`config.mk`:
```
export PLATFORM = sky130hd
export DESIGN_NAME = node_load_balancer_flat
export DESIGN_NICKNAME = d
export VERILOG_FILES = /design/src/rtl/nlb_pkg.sv /design/src/rtl/nlb_req_if.sv /design/src/rtl/nlb_rsp_if.sv /design/src/rtl/nlb_cfg_if.sv /design/src/rtl/node_load_balancer.sv /design/src/flat_wrapper.sv
export SDC_FILE = /design/constraint.sdc
export NUM_CORES = 1
export LEC_CHECK = 0
export BUFFER_PORTS_ARGS = -buffer_cell sky130_fd_sc_hd__buf_2
export CAP_MARGIN = 10
export CELL_PAD_IN_SITES_DETAIL_PLACEMENT = 1
export CELL_PAD_IN_SITES_GLOBAL_PLACEMENT = 1
export CORE_MARGIN = 2
export CORE_UTILIZATION = 50
export CTS_CLUSTER_SIZE = 20
export DETAILED_ROUTE_END_ITERATION = 6
export PLACE_DENSITY = 0.83
export SYNTH_ARGS = -nofsm -noshare
export SYNTH_HDL_FRONTEND = slang
export SYNTH_SLANG_ARGS = --single-unit
```
`constraint.sdc`:
```
create_clock -name clk -period 7 [get_ports clk]
set_clock_uncertainty 0.15 [all_clocks]
set_input_delay 1.4 -clock clk [delete_from_list [all_inputs] [get_ports clk]]
set_output_delay 1.4 -clock clk [all_outputs]
set_load 0.005 [all_outputs]
```
`src/rtl/nlb_pkg.sv`:
```
package nlb_pkg;

	localparam logic [1:0] CMD_SELECT = 2'd0;
	localparam logic [1:0] CMD_ADJUST = 2'd1;
	localparam logic [1:0] CMD_HEARTBEAT = 2'd2;
	localparam logic [1:0] CMD_HEALTH = 2'd3;

	localparam logic [1:0] MODE_ROUND_ROBIN = 2'd0;
	localparam logic [1:0] MODE_LEAST = 2'd1;
	localparam logic [1:0] MODE_HASH = 2'd2;
	localparam logic [1:0] MODE_LOCAL = 2'd3;

	localparam logic [1:0] ST_UNKNOWN = 2'd0;
	localparam logic [1:0] ST_ACTIVE = 2'd1;
	localparam logic [1:0] ST_FAILED = 2'd3;

	localparam logic [2:0] REG_LB_MODE = 3'd0;
	localparam logic [2:0] REG_LOCAL_ID = 3'd1;
	localparam logic [2:0] REG_PEER1_ID = 3'd2;
	localparam logic [2:0] REG_PEER2_ID = 3'd3;
	localparam logic [2:0] REG_PEER3_ID = 3'd4;
	localparam logic [2:0] REG_NODE_SLOTS = 3'd5;
	localparam logic [2:0] REG_TIMEOUT = 3'd6;

	localparam logic [31:0] HB_TIMEOUT_RESET = 32'd3;
	localparam logic [2:0] NODE_SLOTS_RESET = 3'd1;
	localparam logic [2:0] HASH_LAST_BYTE = 3'd5;
	localparam logic [2:0] MOD_LAST_STEP = 3'd7;
	localparam int MOD_BITS_PER_STEP = 4;

	typedef struct packed {
		logic [1:0] command;
		logic [47:0] mac_addr;
		logic mac_present;
		logic [31:0] target_node;
		logic signed [15:0] delta;
		logic [31:0] now_seconds;
	} req_t;

	typedef struct packed {
		logic [31:0] selected_node;
		logic node_matched;
		logic [3:0] failed_mask;
	} rsp_t;

	typedef struct packed {
		logic [2:0] index;
		logic [31:0] value;
	} cfg_t;

endpackage

```
`src/rtl/nlb_req_if.sv`:
```
interface nlb_req_if import nlb_pkg::*; ();
	logic valid;
	logic ready;
	req_t data;

	modport source(output valid, output data, input ready);
	modport sink(input valid, input data, output ready);
endinterface

```
`src/rtl/nlb_rsp_if.sv`:
```
interface nlb_rsp_if import nlb_pkg::*; ();
	logic valid;
	logic ready;
	rsp_t data;

	modport source(output valid, output data, input ready);
	modport sink(input valid, input data, output ready);
endinterface

```
`src/rtl/nlb_cfg_if.sv`:
```
interface nlb_cfg_if import nlb_pkg::*; ();
	logic valid;
	logic ready;
	cfg_t data;

	modport source(output valid, output data, input ready);
	modport sink(input valid, input data, output ready);
endinterface

```
`src/rtl/node_load_balancer.sv`:
```
// Session load balancer over a table of MAX_NODES node slots, slot zero being the local node.
// The cfg channel writes the registers (mode, node ids, slot count, heartbeat timeout);
// it is always ready and is to be used only while the block is idle.
// Each transaction on req carries one command and yields exactly one transaction on rsp.
// The block takes one request at a time: req is ready only while the sequencer is idle.
// A single slot walker visits one slot per cycle. Round robin first brings a stale rotation
// pointer below the slot count by repeated subtraction, then walks to the next active slot;
// least sessions walks every slot in use; adjust and heartbeat walk until the target node is
// found; the health check walks the peer slots. A hash select first folds in the six MAC
// bytes, then reduces the hash modulo the active node count (four bits per cycle) and walks
// to the chosen active node, or skips to the result when no node is active. Other selects skip the walk.
// The result sits in an output register, so a new request is taken while it waits; if
// rsp stalls, the following result is held back until the register is free.
// Reset clears the registers to their defaults, marks slot zero active and the other
// slots unknown, and zeroes the session counts, heartbeat times and rotation pointer.
module node_load_balancer import nlb_pkg::*; #(
	parameter int MAX_NODES = 4
) (
	input logic clk,
	input logic arst_n,
	nlb_cfg_if.sink cfg,
	nlb_req_if.sink req,
	nlb_rsp_if.source rsp
);

	localparam int IW = $clog2(MAX_NODES);
	localparam int CW = $clog2(MAX_NODES + 1);

	localparam logic [3:0] S_IDLE = 4'd0;
	localparam logic [3:0] S_RR_MOD = 4'd1;
	localparam logic [3:0] S_SCAN_RR = 4'd2;
	localparam logic [3:0] S_SCAN_LS = 4'd3;
	localparam logic [3:0] S_HASH = 4'd4;
	localparam logic [3:0] S_MOD = 4'd5;
	localparam logic [3:0] S_SCAN_HASH = 4'd6;
	localparam logic [3:0] S_FIND = 4'd7;
	localparam logic [3:0] S_HEALTH = 4'd8;
	localparam logic [3:0] S_OUT = 4'd9;

	logic [1:0] lb_mode_q;
	logic [31:0] local_id_q;
	logic [31:0] peer1_id_q;
	logic [31:0] peer2_id_q;
	logic [31:0] peer3_id_q;
	logic [2:0] node_slots_q;
	logic [31:0] timeout_q;

	logic [1:0] status_q [MAX_NODES];
	logic [31:0] count_q [MAX_NODES];
	logic [31:0] beat_q [MAX_NODES];
	logic [IW-1:0] rotate_q;

	logic [3:0] state_q;
	req_t req_q;
	logic [CW-1:0] n_q;
	logic [IW-1:0] idx_q;
	logic [CW-1:0] step_q;
	logic [31:0] hash_q;
	logic [2:0] byte_q;
	logic [CW-1:0] act_q;
	logic [CW-1:0] rem_q;
	logic [CW-1:0] seen_q;
	logic found_q;
	logic [31:0] best_q;
	logic [31:0] sel_q;
	logic matched_q;
	logic [3:0] mask_q;

	logic rsp_valid_q;
	rsp_t rsp_data_q;

	logic [CW-1:0] n_used;
	logic [31:0] cur_id;
	logic [CW-1:0] act_cnt;
	logic [CW-1:0] rem_next;
	logic [CW-1:0] idx_inc;
	logic [IW-1:0] idx_wrap;
	logic [7:0] mac_byte;
	logic [31:0] hash_next;
	logic [31:0] dec_mag;
	logic [32:0] inc_sum;
	logic cur_active;
	logic out_free;

	assign cfg.ready = 1'b1;
	assign req.ready = (state_q == S_IDLE);
	assign rsp.valid = rsp_valid_q;
	assign rsp.data = rsp_data_q;
	assign out_free = !rsp_valid_q || rsp.ready;

	always_ff @(posedge clk or negedge arst_n) begin
		if (!arst_n) begin
			lb_mode_q <= MODE_ROUND_ROBIN;
			local_id_q <= '0;
			peer1_id_q <= '0;
			peer2_id_q <= '0;
			peer3_id_q <= '0;
			node_slots_q <= NODE_SLOTS_RESET;
			timeout_q <= HB_TIMEOUT_RESET;
		end else if (cfg.valid) begin
			unique case (cfg.data.index)
				REG_LB_MODE: lb_mode_q <= cfg.data.value[1:0];
				REG_LOCAL_ID: local_id_q <= cfg.data.value;
				REG_PEER1_ID: peer1_id_q <= cfg.data.value;
				REG_PEER2_ID: peer2_id_q <= cfg.data.value;
				REG_PEER3_ID: peer3_id_q <= cfg.data.value;
				REG_NODE_SLOTS: node_slots_q <= cfg.data.value[2:0];
				REG_TIMEOUT: timeout_q <= cfg.data.value;
				default: ;
			endcase
		end
	end

	always_comb begin
		if (node_slots_q == '0) begin
			n_used = CW'(1);
		end else if (32'(node_slots_q) > MAX_NODES) begin
			n_used = CW'(MAX_NODES);
		end else begin
			n_used = CW'(node_slots_q);
		end
	end

	always_comb begin
		if (32'(idx_q) == 32'd0) begin
			cur_id = local_id_q;
		end else if (32'(idx_q) == 32'd1) begin
			cur_id = peer1_id_q;
		end else if (32'(idx_q) == 32'd2) begin
			cur_id = peer2_id_q;
		end else if (32'(idx_q) == 32'd3) begin
			cur_id = peer3_id_q;
		end else begin
			cur_id = '0;
		end
	end

	always_comb begin
		act_cnt = '0;
		for (int s = 0; s < MAX_NODES; s++) begin
			if (s < int'(n_q) && status_q[s] == ST_ACTIVE) begin
				act_cnt = act_cnt + CW'(1);
			end
		end
	end

	always_comb begin
		logic [CW-1:0] r;
		logic [CW:0] t;
		r = rem_q;
		for (int b = 0; b < MOD_BITS_PER_STEP; b++) begin
			t = {r, hash_q[31 - b]};
			if (t >= {1'b0, act_q}) begin
				t = t - {1'b0, act_q};
			end
			r = CW'(t);
		end
		rem_next = r;
	end

	assign cur_active = (status_q[idx_q] == ST_ACTIVE);
	assign idx_inc = CW'(idx_q) + CW'(1);
	assign idx_wrap = (idx_inc == n_q) ? '0 : IW'(idx_inc);
	assign mac_byte = req_q.mac_addr[8 * (32'(HASH_LAST_BYTE) - 32'(byte_q)) +: 8];
	assign hash_next = (hash_q << 5) - hash_q + 32'(mac_byte);
	assign dec_mag = 32'(17'h10000 - {1'b0, req_q.delta});
	assign inc_sum = {1'b0, count_q[idx_q]} + 33'({1'b0, req_q.delta});

	always_ff @(posedge clk or negedge arst_n) begin
		if (!arst_n) begin
			state_q <= S_IDLE;
			rsp_valid_q <= 1'b0;
			rotate_q <= '0;
			for (int s = 0; s < MAX_NODES; s++) begin
				status_q[s] <= (s == 0) ? ST_ACTIVE : ST_UNKNOWN;
				count_q[s] <= '0;
				beat_q[s] <= '0;
			end
		end else begin
			if (state_q == S_OUT && out_free) begin
				rsp_valid_q <= 1'b1;
			end else if (rsp.ready) begin
				rsp_valid_q <= 1'b0;
			end
			unique case (state_q)
				S_IDLE: begin
					if (req.valid) begin
						req_q <= req.data;
						n_q <= n_used;
						matched_q <= 1'b0;
						mask_q <= '0;
						found_q <= 1'b0;
						hash_q <= '0;
						byte_q <= '0;
						sel_q <= (req.data.command == CMD_SELECT) ? local_id_q : '0;
						unique case (req.data.command) inside
							CMD_SELECT: begin
								step_q <= n_used;
								if (lb_mode_q == MODE_ROUND_ROBIN) begin
									idx_q <= rotate_q;
									state_q <= S_RR_MOD;
								end else if (lb_mode_q == MODE_LEAST) begin
									idx_q <= '0;
									state_q <= S_SCAN_LS;
								end else if (lb_mode_q == MODE_HASH && req.data.mac_present) begin
									idx_q <= '0;
									state_q <= S_HASH;
								end else begin
									idx_q <= '0;
									state_q <= S_OUT;
								end
							end
							CMD_ADJUST, CMD_HEARTBEAT: begin
								idx_q <= '0;
								step_q <= n_used;
								state_q <= S_FIND;
							end
							CMD_HEALTH: begin
								idx_q <= IW'(1);
								step_q <= n_used - CW'(1);
								state_q <= S_HEALTH;
							end
							default: begin
								idx_q <= '0;
								step_q <= n_used;
								state_q <= S_OUT;
							end
						endcase
					end
				end
				S_RR_MOD: begin
					if (CW'(idx_q) >= n_q) begin
						idx_q <= IW'(CW'(idx_q) - n_q);
					end else begin
						state_q <= S_SCAN_RR;
					end
				end
				S_SCAN_RR: begin
					if (step_q == '0) begin
						state_q <= S_OUT;
					end else if (cur_active) begin
						sel_q <= cur_id;
						rotate_q <= idx_wrap;
						state_q <= S_OUT;
					end else begin
						idx_q <= idx_wrap;
						step_q <= step_q - CW'(1);
					end
				end
				S_SCAN_LS: begin
					if (step_q == '0) begin
						state_q <= S_OUT;
					end else begin
						if (cur_active && (!found_q || count_q[idx_q] < best_q)) begin
							found_q <= 1'b1;
							best_q <= count_q[idx_q];
							sel_q <= cur_id;
						end
						idx_q <= IW'(idx_inc);
						step_q <= step_q - CW'(1);
					end
				end
				S_HASH: begin
					hash_q <= hash_next;
					if (byte_q == HASH_LAST_BYTE) begin
						byte_q <= '0;
						rem_q <= '0;
						act_q <= act_cnt;
						state_q <= (act_cnt == '0) ? S_OUT : S_MOD;
					end else begin
						byte_q <= byte_q + 3'd1;
					end
				end
				S_MOD: begin
					rem_q <= rem_next;
					hash_q <= hash_q << MOD_BITS_PER_STEP;
					byte_q <= byte_q + 3'd1;
					if (byte_q == MOD_LAST_STEP) begin
						seen_q <= '0;
						state_q <= S_SCAN_HASH;
					end
				end
				S_SCAN_HASH: begin
					if (step_q == '0) begin
						state_q <= S_OUT;
					end else begin
						if (cur_active) begin
							if (seen_q == rem_q) begin
								sel_q <= cur_id;
								state_q <= S_OUT;
							end
							seen_q <= seen_q + CW'(1);
						end
						idx_q <= IW'(idx_inc);
						step_q <= step_q - CW'(1);
					end
				end
				S_FIND: begin
					if (step_q == '0) begin
						state_q <= S_OUT;
					end else if (cur_id == req_q.target_node) begin
						matched_q <= 1'b1;
						state_q <= S_OUT;
						if (req_q.command == CMD_HEARTBEAT) begin
							beat_q[idx_q] <= req_q.now_seconds;
							status_q[idx_q] <= ST_ACTIVE;
						end else if (req_q.delta[15]) begin
							if (count_q[idx_q] >= dec_mag) begin
								count_q[idx_q] <= count_q[idx_q] - dec_mag;
							end
						end else begin
							count_q[idx_q] <= inc_sum[32] ? '1 : inc_sum[31:0];
						end
					end else begin
						idx_q <= IW'(idx_inc);
						step_q <= step_q - CW'(1);
					end
				end
				S_HEALTH: begin
					if (step_q == '0) begin
						state_q <= S_OUT;
					end else begin
						if (cur_active && (req_q.now_seconds - beat_q[idx_q]) > timeout_q) begin
							status_q[idx_q] <= ST_FAILED;
							mask_q <= mask_q | 4'(32'd1 << idx_q);
						end
						idx_q <= IW'(idx_inc);
						step_q <= step_q - CW'(1);
					end
				end
				S_OUT: begin
					if (out_free) begin
						rsp_data_q.selected_node <= sel_q;
						rsp_data_q.node_matched <= matched_q;
						rsp_data_q.failed_mask <= mask_q;
						state_q <= S_IDLE;
					end
				end
				default: state_q <= S_IDLE;
			endcase
		end
	end

`ifndef SYNTHESIS
	a_busy_after_accept: assert property (@(posedge clk) disable iff (!arst_n)
		req.valid && req.ready |=> !req.ready)
		else $error("request taken while an earlier one is still in progress");

	a_local_always_active: assert property (@(posedge clk) disable iff (!arst_n)
		status_q[0] == ST_ACTIVE)
		else $error("local slot has left the active state");

	a_local_never_failed: assert property (@(posedge clk) disable iff (!arst_n)
		rsp_valid_q |-> !rsp_data_q.failed_mask[0])
		else $error("health check reported the local slot as failed");

	a_health_result_clean: assert property (@(posedge clk) disable iff (!arst_n)
		rsp_valid_q && rsp_data_q.failed_mask != 4'd0
		|-> rsp_data_q.selected_node == 32'd0 && !rsp_data_q.node_matched)
		else $error("health check result carries a selection or a match");
`endif

endmodule
```
`src/flat_wrapper.sv`:
```
// flat-port wrapper written by rule: the top's interface ports become plain ports
module node_load_balancer_flat import nlb_pkg::*;
#(
	parameter int MAX_NODES = 4
)
  (clk, arst_n, cfg_valid, cfg_data, cfg_ready, req_valid, req_data, req_ready, rsp_valid, rsp_data, rsp_ready);
  nlb_cfg_if cfg_i ();
  nlb_req_if req_i ();
  nlb_rsp_if rsp_i ();
  input logic clk;
  input logic arst_n;
  input wire logic [$bits(cfg_i.valid)-1:0] cfg_valid;
  input wire logic [$bits(cfg_i.data)-1:0] cfg_data;
  output wire logic [$bits(cfg_i.ready)-1:0] cfg_ready;
  input wire logic [$bits(req_i.valid)-1:0] req_valid;
  input wire logic [$bits(req_i.data)-1:0] req_data;
  output wire logic [$bits(req_i.ready)-1:0] req_ready;
  output wire logic [$bits(rsp_i.valid)-1:0] rsp_valid;
  output wire logic [$bits(rsp_i.data)-1:0] rsp_data;
  input wire logic [$bits(rsp_i.ready)-1:0] rsp_ready;
  assign cfg_i.valid = cfg_valid;
  assign cfg_i.data = cfg_data;
  assign cfg_ready = cfg_i.ready;
  assign req_i.valid = req_valid;
  assign req_i.data = req_data;
  assign req_ready = req_i.ready;
  assign rsp_valid = rsp_i.valid;
  assign rsp_data = rsp_i.data;
  assign rsp_i.ready = rsp_ready;
  node_load_balancer #(.MAX_NODES(MAX_NODES)) u_core (.clk(clk), .arst_n(arst_n), .cfg(cfg_i), .req(req_i), .rsp(rsp_i));
endmodule
```
# Word level (Yosys, flattened, before mapping)
# Index checks and enable logic that the tools add are counted.
dict set report classes {
  n_addsub 20
  order_cmp 15
  div_mod_pow 0
  bitwise 8
  shift 2
  n_eq_ne 61
  n_mul 0
  muxes 111
  n_reduce_logical 60
}
# cell count
set ops {}
lappend ops {{$mux 32} 20}
lappend ops {{$bwmux 128} 3}
lappend ops {{$mux 128} 2}
lappend ops {{$bmux 32 s2} 2}
lappend ops {{$pmux 32 s4} 1}
lappend ops {{$pmux 32 s3} 1}
lappend ops {{$sub 32x32->32} 3}
lappend ops {{$mux 4} 20}
lappend ops {{$mux 3} 22}
lappend ops {{$demux 32 s2} 1}
lappend ops {{$shiftx 48x33->8} 1}
lappend ops {{$mux 8} 5}
lappend ops {{$pmux 4 s9} 1}
lappend ops {{$add 32x16->33} 1}
lappend ops {{$add 32x8->32} 1}
lappend ops {{$eq 32x32->1} 1}
lappend ops {{$ge 32x32->1} 1}
lappend ops {{$gt 32x32->1} 1}
lappend ops {{$lt 32x32->1} 1}
lappend ops {{$reduce_and 5->1} 5}
lappend ops {{$mux 2} 12}
lappend ops {{$ne 2x1->1 const B} 12}
lappend ops {{$ne 2x2->1 const B} 11}
lappend ops {{$reduce_and 10->1} 2}
lappend ops {{other kinds (63)} 147}
dict set report word_totals {
  mem_bits_ro 0
  wordCells 320
  ram_bits 0
  in_bits 171
  mem_count 0
  latch_bits 0
  register_bits 725
  out_inout_bits 40
}

# Depth between registers and ports, before layout
# Gate-level depths: netlist (run 1).
dict set report depth {
  depth_word 13
  depth_mapped 29
  depth_no_buf 29
}

# Worst setup path before layout (run 1)
# OpenSTA, ideal clock, no wires.
dict set report synth_path {
  kind {reg2reg}
  startpoint {register u_core.idx_q[0]}
  endpoint {register u_core.mask_q[0] (enable)}
  stages_incl_launch_ff 25
  period_less_slack_ns 6.292
  path_slack_ns 0.708
  required_ns 6.489
  n_path_buf 5
  arrival_ns 5.781
  setup_time_ns 0.361
  path_cell_list {edfxtp_1 -> buf_6 -> buf_12 -> buf_4 -> buf_1 -> buf_1 -> mux4_2 -> ha_1 -> inv_1 -> fa_1 -> a211oi_1 -> o21a_1 -> o221a_2 -> o31a_1 -> o21bai_1 -> a31o_2 -> a21oi_1 -> xnor2_1 -> ha_1 -> nand4_1 -> nor4_1 -> o31ai_1 -> a31oi_1 -> o21ai_0 -> nor3_1}
}
dict set report synth_via {
  elab_chain_cells 9
  elab_cells_between_ends 13
  classes_between {1 x add/sub; 1 x order compare; 2 x eq/ne; 6 x mux; 1 x bitwise; 2 x reduce/logical}
}
# item line
set synth_rtl {}
lappend synth_rtl {{from (decl)} node_load_balancer.sv:56} ;# logic [IW-1:0] idx_q;
lappend synth_rtl {{from (signal assigned)} node_load_balancer.sv:200} ;# idx_q <= rotate_q;
lappend synth_rtl {{from (signal assigned)} node_load_balancer.sv:233} ;# idx_q <= IW'(CW'(idx_q) - n_q);
lappend synth_rtl {{from (signal assigned)} node_load_balancer.sv:246} ;# idx_q <= idx_wrap;
lappend synth_rtl {{$not 2->3 (not written as such) (*)} {node_load_balancer.sv:161, node_load_balancer.sv:323}}
lappend synth_rtl {{$bmux 32 s2} node_load_balancer.sv:323} ;# if (cur_active && (req_q.now_seconds - beat_q[idx_q]) > timeout_q) begin
lappend synth_rtl {{$mux 32 (not written as such) (2 in a row)} node_load_balancer.sv:323}
lappend synth_rtl {{$sub 32x32->32} node_load_balancer.sv:323}
lappend synth_rtl {{$gt 32x32->1} node_load_balancer.sv:323}
lappend synth_rtl {{$logic_and 1x1->1 (*)} node_load_balancer.sv:323}
lappend synth_rtl {{$ne 2x1->1 (no line) (*)} -}
lappend synth_rtl {{$reduce_and 5->1 (no line) (*)} -}
lappend synth_rtl {{to (signal assigned)} node_load_balancer.sv:325} ;# mask_q <= mask_q | 4'(32'd1 << idx_q);
lappend synth_rtl {{to (decl)} node_load_balancer.sv:67} ;# logic [3:0] mask_q;
# Every way passes the cells marked *; elsewhere a longest branch is shown, timed or not. The select of a mux whose other input is x is not followed.
# A chain may end at the register's enable or synchronous reset.

# Worst setup path after layout (run 1)
dict set report layout_path {
  startpoint {register u_core.idx_q[0]}
  endpoint {register u_core.mask_q[3] (enable)}
}
# Same word-level chain as after synthesis.

==> results of run 1 <==
-- metrics by stage --
step	total power, mW	setup slack [ns]	instances	hold WS, ns
after detailed placement	8.83	0.830	4227	0.256
after global routing	13.7	0.335	4374	0.270
final	13.2	0.768	4377	0.262
after CTS	13.2	0.795	4372	0.256
after floorplan	7.65	0.708	3063	0.250
after global placement	8.59	1.11	4227	0.251
-- worst register-to-register path: stages (launching register included) --
cell and delay [ns]:
sky130_fd_sc_hd__edfxtp_1 0.40, sky130_fd_sc_hd__buf_12 0.34, sky130_fd_sc_hd__mux4_2 0.62, sky130_fd_sc_hd__inv_1 0.08, sky130_fd_sc_hd__ha_1 0.22, sky130_fd_sc_hd__nand3_1 0.16
sky130_fd_sc_hd__or4_1 0.56, sky130_fd_sc_hd__o21bai_1 0.21, sky130_fd_sc_hd__a21oi_1 0.26, sky130_fd_sc_hd__o2111ai_1 0.25, sky130_fd_sc_hd__a31o_2 0.28, sky130_fd_sc_hd__a31oi_1 0.38
sky130_fd_sc_hd__or4_1 0.17, sky130_fd_sc_hd__nand4_1 0.11, sky130_fd_sc_hd__ha_1 0.32, sky130_fd_sc_hd__nand4_1 0.14, sky130_fd_sc_hd__nor2_1 0.15, sky130_fd_sc_hd__nand3_1 0.10
sky130_fd_sc_hd__a31oi_1 0.20, sky130_fd_sc_hd__o21ai_0 0.25, sky130_fd_sc_hd__nor3_1 0.52
-- flip-flops by register name (all words and copies together) (netlist names), 37 cells and up, named ones only --
| signal | cells |
|---|---|
| u_core.beat_q | 128 |
| u_core.count_q | 128 |
| u_core.rsp.data | 37 |
| u_core.req_q | 130 |
-- final timing paths --
path / end / slack (ns) / depth (start not counted)
setup / recovery: u_core.mask_q[3] / 0.77 / 20
hold / removal: u_core.rsp.data[7] / 0.26 / 0
hold reg to reg: u_core.rsp.data[7] / 0.26 / 0
setup reg to reg: u_core.mask_q[3] / 0.77 / 20
min in group asynchronous: u_core.count_q[107] / 0.64 / 1
max in group asynchronous: u_core.peer1_id_q[9] / 3.55 / 3
-- cell usage after synthesis (18+ instances only) --
| cell | instances | area [um^2] |
|---|---|---|
| sky130_fd_sc_hd__o21ai_0 | 115 | 576 |
| sky130_fd_sc_hd__nor3_1 | 50 | 250 |
| sky130_fd_sc_hd__dfrtp_1 | 432 | 10800 |
| sky130_fd_sc_hd__mux2i_1 | 22 | 220 |
| sky130_fd_sc_hd__mux2_2 | 324 | 3650 |
| sky130_fd_sc_hd__nand4_1 | 30 | 188 |
| sky130_fd_sc_hd__a221oi_1 | 19 | 166 |
| sky130_fd_sc_hd__nand2_1 | 122 | 458 |
| sky130_fd_sc_hd__a211oi_1 | 20 | 150 |
| sky130_fd_sc_hd__a22oi_1 | 20 | 150 |
| sky130_fd_sc_hd__a21o_1 | 59 | 443 |
| sky130_fd_sc_hd__nand2b_1 | 33 | 206 |
| sky130_fd_sc_hd__inv_1 | 183 | 687 |
| sky130_fd_sc_hd__a21oi_1 | 114 | 571 |
| sky130_fd_sc_hd__xor2_1 | 73 | 639 |
| sky130_fd_sc_hd__mux2_1 | 101 | 1140 |
| sky130_fd_sc_hd__o31ai_1 | 20 | 150 |
| sky130_fd_sc_hd__mux4_2 | 66 | 1490 |
| sky130_fd_sc_hd__a21boi_0 | 18 | 135 |
| sky130_fd_sc_hd__nand3_1 | 73 | 365 |
| sky130_fd_sc_hd__nor2_1 | 117 | 439 |
| sky130_fd_sc_hd__clkbuf_1 | 73 | 274 |
| sky130_fd_sc_hd__xnor2_1 | 53 | 464 |
| sky130_fd_sc_hd__ha_1 | 219 | 2740 |
| sky130_fd_sc_hd__buf_2 | 25 | 125 |
| sky130_fd_sc_hd__edfxtp_1 | 289 | 8680 |
| sky130_fd_sc_hd__o21a_1 | 20 | 150 |
| sky130_fd_sc_hd__nor2b_1 | 28 | 175 |
| sky130_fd_sc_hd__o22ai_1 | 38 | 238 |
| sky130_fd_sc_hd__a31oi_1 | 21 | 131 |
-- cell families (layout without fill, tap and decap cells) --
kind of cell	count (synthesis)	count (layout)	synth area share
compound gates	564	564	0.0972
xor+xnor	126	126	0.0287
fa+ha+maj	230	230	0.0769
buf+inv	305	585	0.0321
flops	725	725	0.509
mux	520	520	0.173
other cells	1	5	0.0000974
simple gates	592	592	0.0831
-- where the power goes --
group / switching, mW / internal (mW) / total, mW / leakage (nW)
Clock: 1.80 / 2.45 / 4.25 / 1.27
Sequential: 0.332 / 4.97 / 5.31 / 8.44
Combinational: 2.26 / 1.37 / 3.63 / 9.52
Total: 4.40 / 8.79 / 13.2 / 19.2
-- cells in the final DEF (no fill, tap or decap), types with 22 or more instances in the layout --
master                        n
sky130_fd_sc_hd__nand4_1     30
sky130_fd_sc_hd__nor3_1      48
sky130_fd_sc_hd__nand2_1    122
sky130_fd_sc_hd__clkbuf_1    22
sky130_fd_sc_hd__o22ai_1     38
sky130_fd_sc_hd__inv_1      183
sky130_fd_sc_hd__nand2b_1    33
sky130_fd_sc_hd__clkbuf_16   81
sky130_fd_sc_hd__dfrtp_1    432
sky130_fd_sc_hd__nand3_1     69
sky130_fd_sc_hd__ha_1       218
sky130_fd_sc_hd__xor2_1      73
sky130_fd_sc_hd__buf_4       42
sky130_fd_sc_hd__buf_2      208
sky130_fd_sc_hd__a21o_1      58
sky130_fd_sc_hd__o21ai_0    115
sky130_fd_sc_hd__edfxtp_1   289
sky130_fd_sc_hd__a21oi_1    113
sky130_fd_sc_hd__nor2b_1     27
sky130_fd_sc_hd__mux2_1     101
sky130_fd_sc_hd__xnor2_1     53
sky130_fd_sc_hd__mux2i_1     22
sky130_fd_sc_hd__nor2_1     115
sky130_fd_sc_hd__mux4_2      66
sky130_fd_sc_hd__mux2_2     324
-- layout make-up --
cell class,instances,area [um^2],share of cell area
Inverter,184,691,0.0159
Sequential cell,725,19600,0.451
Clock inverter,32,365,0.00841
Multi-Input combinational cell,2033,17800,0.409
Clock buffer,113,2250,0.0517
Tap cell,1030,1290,0.0297
Timing Repair Buffer,256,1470,0.0339
Antenna cell,4,10.0,0.000231
-- layer usage --
metal | GRT usage | routed length [um]
met1 | 0.336 | 43900
met2 | 0.509 | 58500
met3 | 0.0432 | 5180
met4 | 0.119 | 4560
met5 | 0 | 100
==> insert_results.sql, run 1 <==
INSERT INTO impl_metrics (metric_group, metric, value, unit) VALUES
('synth', 'synth-edff-count', '289', ''),
('floorplan', 'fp.dieW', '282', 'um'),
('critical_path', 'critical_path.cell_chain', 'buf_12 > mux4_2 > inv_1 > ha_1 > nand3_1 > or4_1 > o21bai_1 > a21oi_1 > o2111ai_1 > a31o_2 > a31oi_1 > or4_1 > nand4_1 > ha_1 > nand4_1 > nor2_1 > nand3_1 > a31oi_1 > o21ai_0 > nor3_1', ''),
('drt', 'final_antenna_net_count', '0', ''),
('grt', 'initial_antenna_violation_count', '13', ''),
('grt', 'gr-total-overflow', '0', ''),
('floorplan', 'num_rows', '101', ''),
('synth', 'netlist_area', '38500', 'um^2'),
('synth', 'ys_seq_area_frac', '0.509', ''),
('synth', 'synthFlopType', 'sky130_fd_sc_hd__dfrtp_1', ''),
('critical_path', 'crit-reg2reg-launch', 'u_core.idx_q[0]', ''),
('sta', 'setup_viol', '0', ''),
('job', 'drv.max_cap_violation_count', '0', ''),
('sta', 'final-max-slew-violation-count', '0', ''),
('placed_design', 'port-buffer-count', '209', ''),
('floorplan', 'fp.dieArea', '79300', 'um^2'),
('floorplan', 'initial_utilization', '0.506', ''),
('sta', 'crit_share_post_route', '0.890', ''),
('power_and_ir_drop', 'static-leakage-power', '19.2', 'nW'),
('min_path', 'worst_hold_startpoint', 'u_core.sel_q[2]', ''),
('min_path', 'worstHoldPathType', 'flip-flop to flip-flop', ''),
('sta', 'worst_pin_slew', '1.20', 'ns'),
('grt', 'track_usage', '0.283', ''),
('grt', 'grt_pass1_wl', '174000', 'um'),
('clock_network', 'tritoncts.num_buffers', '79', ''),
('synth', 'synth_cell_types', '84', ''),
('synth', 'ys_seq_elements', '725', ''),
('sta', 'hold_viol', '0', ''),
('finish', 'post_route_cells_drive_above_1_share', '0.242', ''),
('critical_path', 'cp_slowest_cell', 'sky130_fd_sc_hd__mux4_2', ''),
('drt', 'routedWlPerCell', '25.6', 'um'),
('grt', 'first_global_vias', '30000', ''),
('finish', 'syn_to_final_growth', '12.7', '%'),
('clock_network', 'post_cts_resized', '0', ''),
('critical_path', 'worst-endpoint-arrival', '6.34', 'ns'),
('placed_design', 'global_placer_s_final_weighted_congestion', '0.879', ''),
('critical_path', 'crit_path_max_incr_delay', '0.56', 'ns'),
('clock_network', 'clock-root-buffer', 'sky130_fd_sc_hd__clkbuf_16', ''),
('clock_network', 'clk-insertion-delay-late', '0.65', 'ns'),
('drt', '1st_iter_drt_viols', '1598', ''),
('critical_path', 'path_max_fanout', '44', ''),
('floorplan', 'placeableCoreArea', '76100', 'um^2'),
('critical_path', 'worstPathBufferInverterCount', '2', ''),
('drt', 'detail_route.vias_per_cell', '6.16', ''),
('drt', 'detail_route.drc_violations', '0', ''),
('finish', 'final_core_utilization', '0.571', ''),
('clock_network', 'cts_hold_buffers', '0', ''),
('floorplan', 'design.portCount', '211', ''),
('power_and_ir_drop', 'worst_ir_drop_vdd', '244', 'uV'),
('critical_path', 'path_delay_family', 'simple AND/OR/NAND/NOR gates', ''),
('drt', 'routed-via-count', '27000', ''),
('clock_network', 'cts.repair_timing.setup_buffer_count', '0', ''),
('grt', 'grt_start_max_net_pins', '202', ''),
('drt', 'drt-pass1-iter-count', '5', ''),
('placed_design', 'dp_hpwl', '74800', 'um'),
('finish', 'fillerInstances', '7712', ''),
('drt', 'wl', '112000', 'um'),
('clock_network', 'clkTransAtPathRegs', '0.06', 'ns'),
('critical_path', 'cp-startpoint', 'u_core.idx_q[0]', ''),
('critical_path', 'critical_path.startpoint_type', 'flip-flop', ''),
('outcome', 'run_status', 'finished, final reports clean', ''),
('synth', 'syn-num-nets', '3464', ''),
('critical_path', 'setup_crit_end_kind', 'flip-flop', ''),
('critical_path', 'critPathKind', 'flip-flop to flip-flop', ''),
('sta', 'timing.slew.headroom', '0.201', ''),
('power_and_ir_drop', 'powerDensity', '304', 'nW/um^2'),
('critical_path', 'required', '7.11', 'ns'),
('synth', 'syn_inst', '3063', ''),
('clock_network', 'number_of_levels_in_the_clock_h_tree', '3', ''),
('synth', 'synth_warnings', '0', ''),
('sta', 'clock.fmax', '160', 'MHz'),
('floorplan', 'die_height', '282', 'um'),
('synth', 'async_s_r_ff_share_synth', '0.601', ''),
('synth', 'syn_area_per_cell', '12.6', 'um^2'),
('clock_network', 'cts.sink_count', '725', ''),
('sta', 'finalWorstPathRequiredPeriod', '6.23', 'ns'),
('sta', 'setup_tns', '0', 'ns'),
('sta', 'rsz0062_at_grt', 'false', ''),
('clock_network', 'cts_tree', 'yes', ''),
('finish', 'finalNetCount', '3680', ''),
('clock_network', 'ctsLongestPathBuffers', '3', ''),
('placed_design', 'post_dp_cell_area', '40800', 'um^2'),
('finish', 'stdcell_area', '43400', 'um^2');
Power figures use the tool's default switching activity.
==> inputs of run 2 (changes only) <==
--- a/config.mk
+++ b/config.mk
@@ -11,9 +11,11 @@
 export CELL_PAD_IN_SITES_GLOBAL_PLACEMENT = 1
 export CORE_MARGIN = 2
 export CORE_UTILIZATION = 50
+export CTS_BUF_LIST = sky130_fd_sc_hd__clkbuf_4 sky130_fd_sc_hd__clkbuf_8
 export CTS_CLUSTER_SIZE = 20
 export DETAILED_ROUTE_END_ITERATION = 6
 export PLACE_DENSITY = 0.83
+export REMOVE_ABC_BUFFERS = 1
 export SYNTH_ARGS = -nofsm -noshare
 export SYNTH_HDL_FRONTEND = slang
 export SYNTH_SLANG_ARGS = --single-unit
==> insert_results.sql, run 2 (synthesized netlist as in run 1, its figures left out) <==
INSERT INTO impl_metrics (metric_group, metric, value, unit) VALUES
('placed_design', 'port-buffer-count', '209', ''),
('min_path', 'worstHoldPathType', 'flip-flop to flip-flop', ''),
('grt', 'initial_antenna_violation_count', '14', ''),
('finish', 'syn_to_final_growth', '12.4', '%'),
('floorplan', 'num_rows', '101', ''),
('clock_network', 'clock-root-buffer', 'sky130_fd_sc_hd__clkbuf_8', ''),
('drt', 'detail_route.vias_per_cell', '6.06', ''),
('finish', 'largest_registers', 'u_core.req_q (130), u_core.beat_q (128), u_core.count_q (128)', ''),
('grt', 'track_usage', '0.281', ''),
('critical_path', 'cp.depth', '20', ''),
('outcome', 'run_status', 'finished, final reports clean', ''),
('drt', 'wl', '111000', 'um'),
('placed_design', 'global_placer_s_final_weighted_congestion', '0.885', ''),
('finish', 'stdcell_area', '43300', 'um^2'),
('power_and_ir_drop', 'switching_share', '0.339', ''),
('placed_design', 'post_dp_cell_area', '40800', 'um^2'),
('finish', 'largest_reg_flops', '130', ''),
('placed_design', 'placedCellCount', '4222', ''),
('finish', 'multi_input_area', '17800', 'um^2'),
('sta', 'finalWorstPathRequiredPeriod', '6.38', 'ns'),
('drt', 'routedWlPerCell', '24.9', 'um'),
('power_and_ir_drop', 'power.combinational.fraction', '0.276', ''),
('critical_path', 'cp_slowest_cell', 'sky130_fd_sc_hd__or4_1', ''),
('critical_path', 'worst-r2r-setup-slack', '0.62', 'ns'),
('floorplan', 'die_height', '282', 'um'),
('clock_network', 'clkTransAtPathRegs', '0.07', 'ns'),
('power_and_ir_drop', 'worst_ir_drop_vdd', '257', 'uV'),
('floorplan', 'design.portCount', '211', ''),
('critical_path', 'crit_path_max_incr_delay', '0.59', 'ns'),
('power_and_ir_drop', 'static-leakage-power', '19.3', 'nW'),
('critical_path', 'required', '7.23', 'ns'),
('clock_network', 'tritoncts.num_buffers', '118', ''),
('drt', 'final_antenna_net_count', '0', ''),
('sta', 'timing.slew.headroom', '0.175', ''),
('sta', 'rsz0062_at_grt', 'false', ''),
('sta', 'setup_viol', '0', ''),
('critical_path', 'worst-endpoint-arrival', '6.61', 'ns'),
('job', 'drv.max_cap_violation_count', '0', ''),
('finish', 'final_cell_count_no_fill', '4447', ''),
('sta', 'hold_viol', '0', ''),
('drt', 'detail_route.drc_violations', '0', ''),
('grt', 'grt_pass1_wl', '173000', 'um'),
('sta', 'crit_share_post_route', '0.911', ''),
('power_and_ir_drop', 'p_int', '8.40', 'mW'),
('critical_path', 'setup_crit_end_kind', 'flip-flop', ''),
('critical_path', 'crit-reg2reg-launch', 'u_core.idx_q[0]', ''),
('critical_path', 'regToRegEndpoint', 'u_core.mask_q[2]', ''),
('critical_path', 'critPathKind', 'flip-flop to flip-flop', ''),
('critical_path', 'path_max_fanout', '41', ''),
('critical_path', 'path_delay_family', 'simple AND/OR/NAND/NOR gates', ''),
('clock_network', 'ctsLongestPathBuffers', '3', ''),
('sta', 'final-max-slew-violation-count', '0', ''),
('floorplan', 'initial_utilization', '0.506', ''),
('sta', 'clock.fmax', '157', 'MHz'),
('grt', 'grt_start_max_net_pins', '189', ''),
('floorplan', 'fp.dieArea', '79300', 'um^2'),
('clock_network', 'cts_hold_buffers', '0', ''),
('critical_path', 'critical_path.startpoint_type', 'flip-flop', ''),
('placed_design', 'placement.setup.worst_slack', '0.691', 'ns'),
('drt', 'routed-via-count', '27000', ''),
('sta', 'post-route-worst-setup-slack', '0.620', 'ns'),
('finish', 'registers.top_by_ff_count', 'u_core.req_q', ''),
('drt', '1st_iter_drt_viols', '1695', ''),
('finish', 'seqCellArea', '19600', 'um^2'),
('critical_path', 'cp-startpoint', 'u_core.idx_q[0]', ''),
('finish', 'mostFrequentLayoutCells', '432 x sky130_fd_sc_hd__dfrtp_1, 324 x sky130_fd_sc_hd__mux2_2, 289 x sky130_fd_sc_hd__edfxtp_1, 218 x sky130_fd_sc_hd__ha_1, 208 x sky130_fd_sc_hd__buf_2', ''),
('clock_network', 'cts_tree', 'yes', ''),
('power_and_ir_drop', 'pwr-share-clk', '0.306', ''),
('power_and_ir_drop', 'netSwitchingPower', '4.32', 'mW'),
('clock_network', 'post_cts_resized', '0', ''),
('clock_network', 'clk-insertion-delay-late', '0.79', 'ns'),
('power_and_ir_drop', 'power_frac_seq', '0.418', ''),
('critical_path', 'critical_path.cell_chain', 'buf_12 > mux4_2 > inv_1 > ha_1 > nand3_1 > or4_1 > o21bai_1 > a21oi_1 > o2111ai_1 > a31o_2 > a31oi_1 > or4_1 > nand4_1 > ha_1 > nand4_1 > nor2_1 > nand3_1 > a31oi_1 > o21ai_0 > nor3_1', ''),
('clock_network', 'cts.sink_count', '725', ''),
('critical_path', 'worstPathBufferInverterCount', '2', ''),
('finish', 'finalNetCount', '3714', ''),
('drt', 'drt-pass1-iter-count', '6', ''),
('finish', 'post_route_cells_drive_above_1_share', '0.261', ''),
('critical_path', 'count_of_cells_along_the_worst_register_to_register_path', '20', ''),
('clock_network', 'cts.repair_timing.setup_buffer_count', '0', ''),
('sta', 'worst_pin_slew', '1.24', 'ns'),
('clock_network', 'number_of_levels_in_the_clock_h_tree', '3', ''),
('placed_design', 'dp_hpwl', '76100', 'um'),
('floorplan', 'placeableCoreArea', '76100', 'um^2'),
('critical_path', 'worstSetupEndpoint', 'u_core.mask_q[2]', ''),
('grt', 'first_global_vias', '30400', ''),
('finish', 'layout.cells.most_common', 'sky130_fd_sc_hd__dfrtp_1', ''),
('power_and_ir_drop', 'powerDensity', '294', 'nW/um^2'),
('finish', 'fillerInstances', '7815', ''),
('floorplan', 'fp.dieW', '282', 'um'),
('grt', 'gr-total-overflow', '0', '');
-- run 2: cell types whose count changed in the layout (fill, tap and decap cells not counted), moves of 6 or more --
cell | previous run | this run
sky130_fd_sc_hd__clkbuf_8 | 10 | 134
sky130_fd_sc_hd__clkbuf_16 | 81 | 0
sky130_fd_sc_hd__clkbuf_4 | 0 | 44
sky130_fd_sc_hd__clkbuf_1 | 22 | 0
sky130_fd_sc_hd__clkinv_2 | 7 | 18
sky130_fd_sc_hd__clkinv_1 | 6 | 14
sky130_fd_sc_hd__buf_4 | 42 | 36
-- run 2: worst min-delay path by stage --
| stage | from | end | slack (ns) | cells after the start |
|---|---|---|---|---|
| finish | u_core.sel_q[17] | u_core.rsp.data[22] | 0.26 | 0 |
| global route | u_core.sel_q[6] | u_core.rsp.data[11] | 0.27 | 0 |
| CTS | u_core.sel_q[17] | u_core.rsp.data[22] | 0.26 | 0 |
| detailed placement | u_core.sel_q[20] | u_core.rsp.data[25] | 0.26 | 0 |
| global placement | u_core.sel_q[2] | u_core.rsp.data[7] | 0.25 | 0 |
| floorplan | u_core.sel_q[5] | u_core.rsp.data[10] | 0.25 | 0 |
-- run 2: routing by layer --
| layer | vias to the layer above | share of wire | GRT usage |
|---|---|---|---|
| met3 | 273 | 0.050 | 0.0465 |
| li1 | 12000 | - | - |
| met4 | 16 | 0.037 | 0.114 |
| met2 | 757 | 0.51 | 0.502 |
| met1 | 13900 | 0.40 | 0.338 |
| met5 | - | 0.00096 | 0 |
-- run 2: cell type report --
type | count | area share
diodes | 5 | 0.000289
clock buffers | 178 | 0.0503
clock inverters | 41 | 0.00700
inverters | 184 | 0.0160
multi-input cells | 2033 | 0.410
flip-flops and latches | 725 | 0.453
well taps | 1030 | 0.0298
repair buffers | 251 | 0.0336
-- run 2: metrics by stage --
step	utilization	setup TNS, ns	total power, mW	hold WS [ns]
global placement	0.536	0	8.56	0.251
detailed placement	0.536	0	8.81	0.255
CTS	0.568	0	12.8	0.255
floorplan	-	-268.96	7.56	0.250
finish	0.569	0	12.7	0.260
global route	0.569	0	13.3	0.270
-- run 2: power groups by stage --
| stage | clock network, mW | logic, mW | registers, mW |
|---|---|---|---|
| 3_5_place_dp | 0 | 3.44 | 5.37 |
| 4_1_cts | 3.96 | 3.50 | 5.31 |
| 5_1_grt | 4.13 | 3.83 | 5.35 |
| 6_report | 3.89 | 3.51 | 5.31 |
| 2_1_floorplan | 0 | 2.20 | 5.37 |
| 3_3_place_gp | 0 | 3.24 | 5.33 |
-- run 2: worst reg2reg max path: cells and delay by family (launching register included) --
family	cells	cell delay (ns)
AOI/OAI and AO/OA	7	1.87
and+or+nand+nor	8	2.03
muxes	1	0.63
DFF	1	0.40
adders and majority gates	2	0.56
buffers and inverters	2	0.39
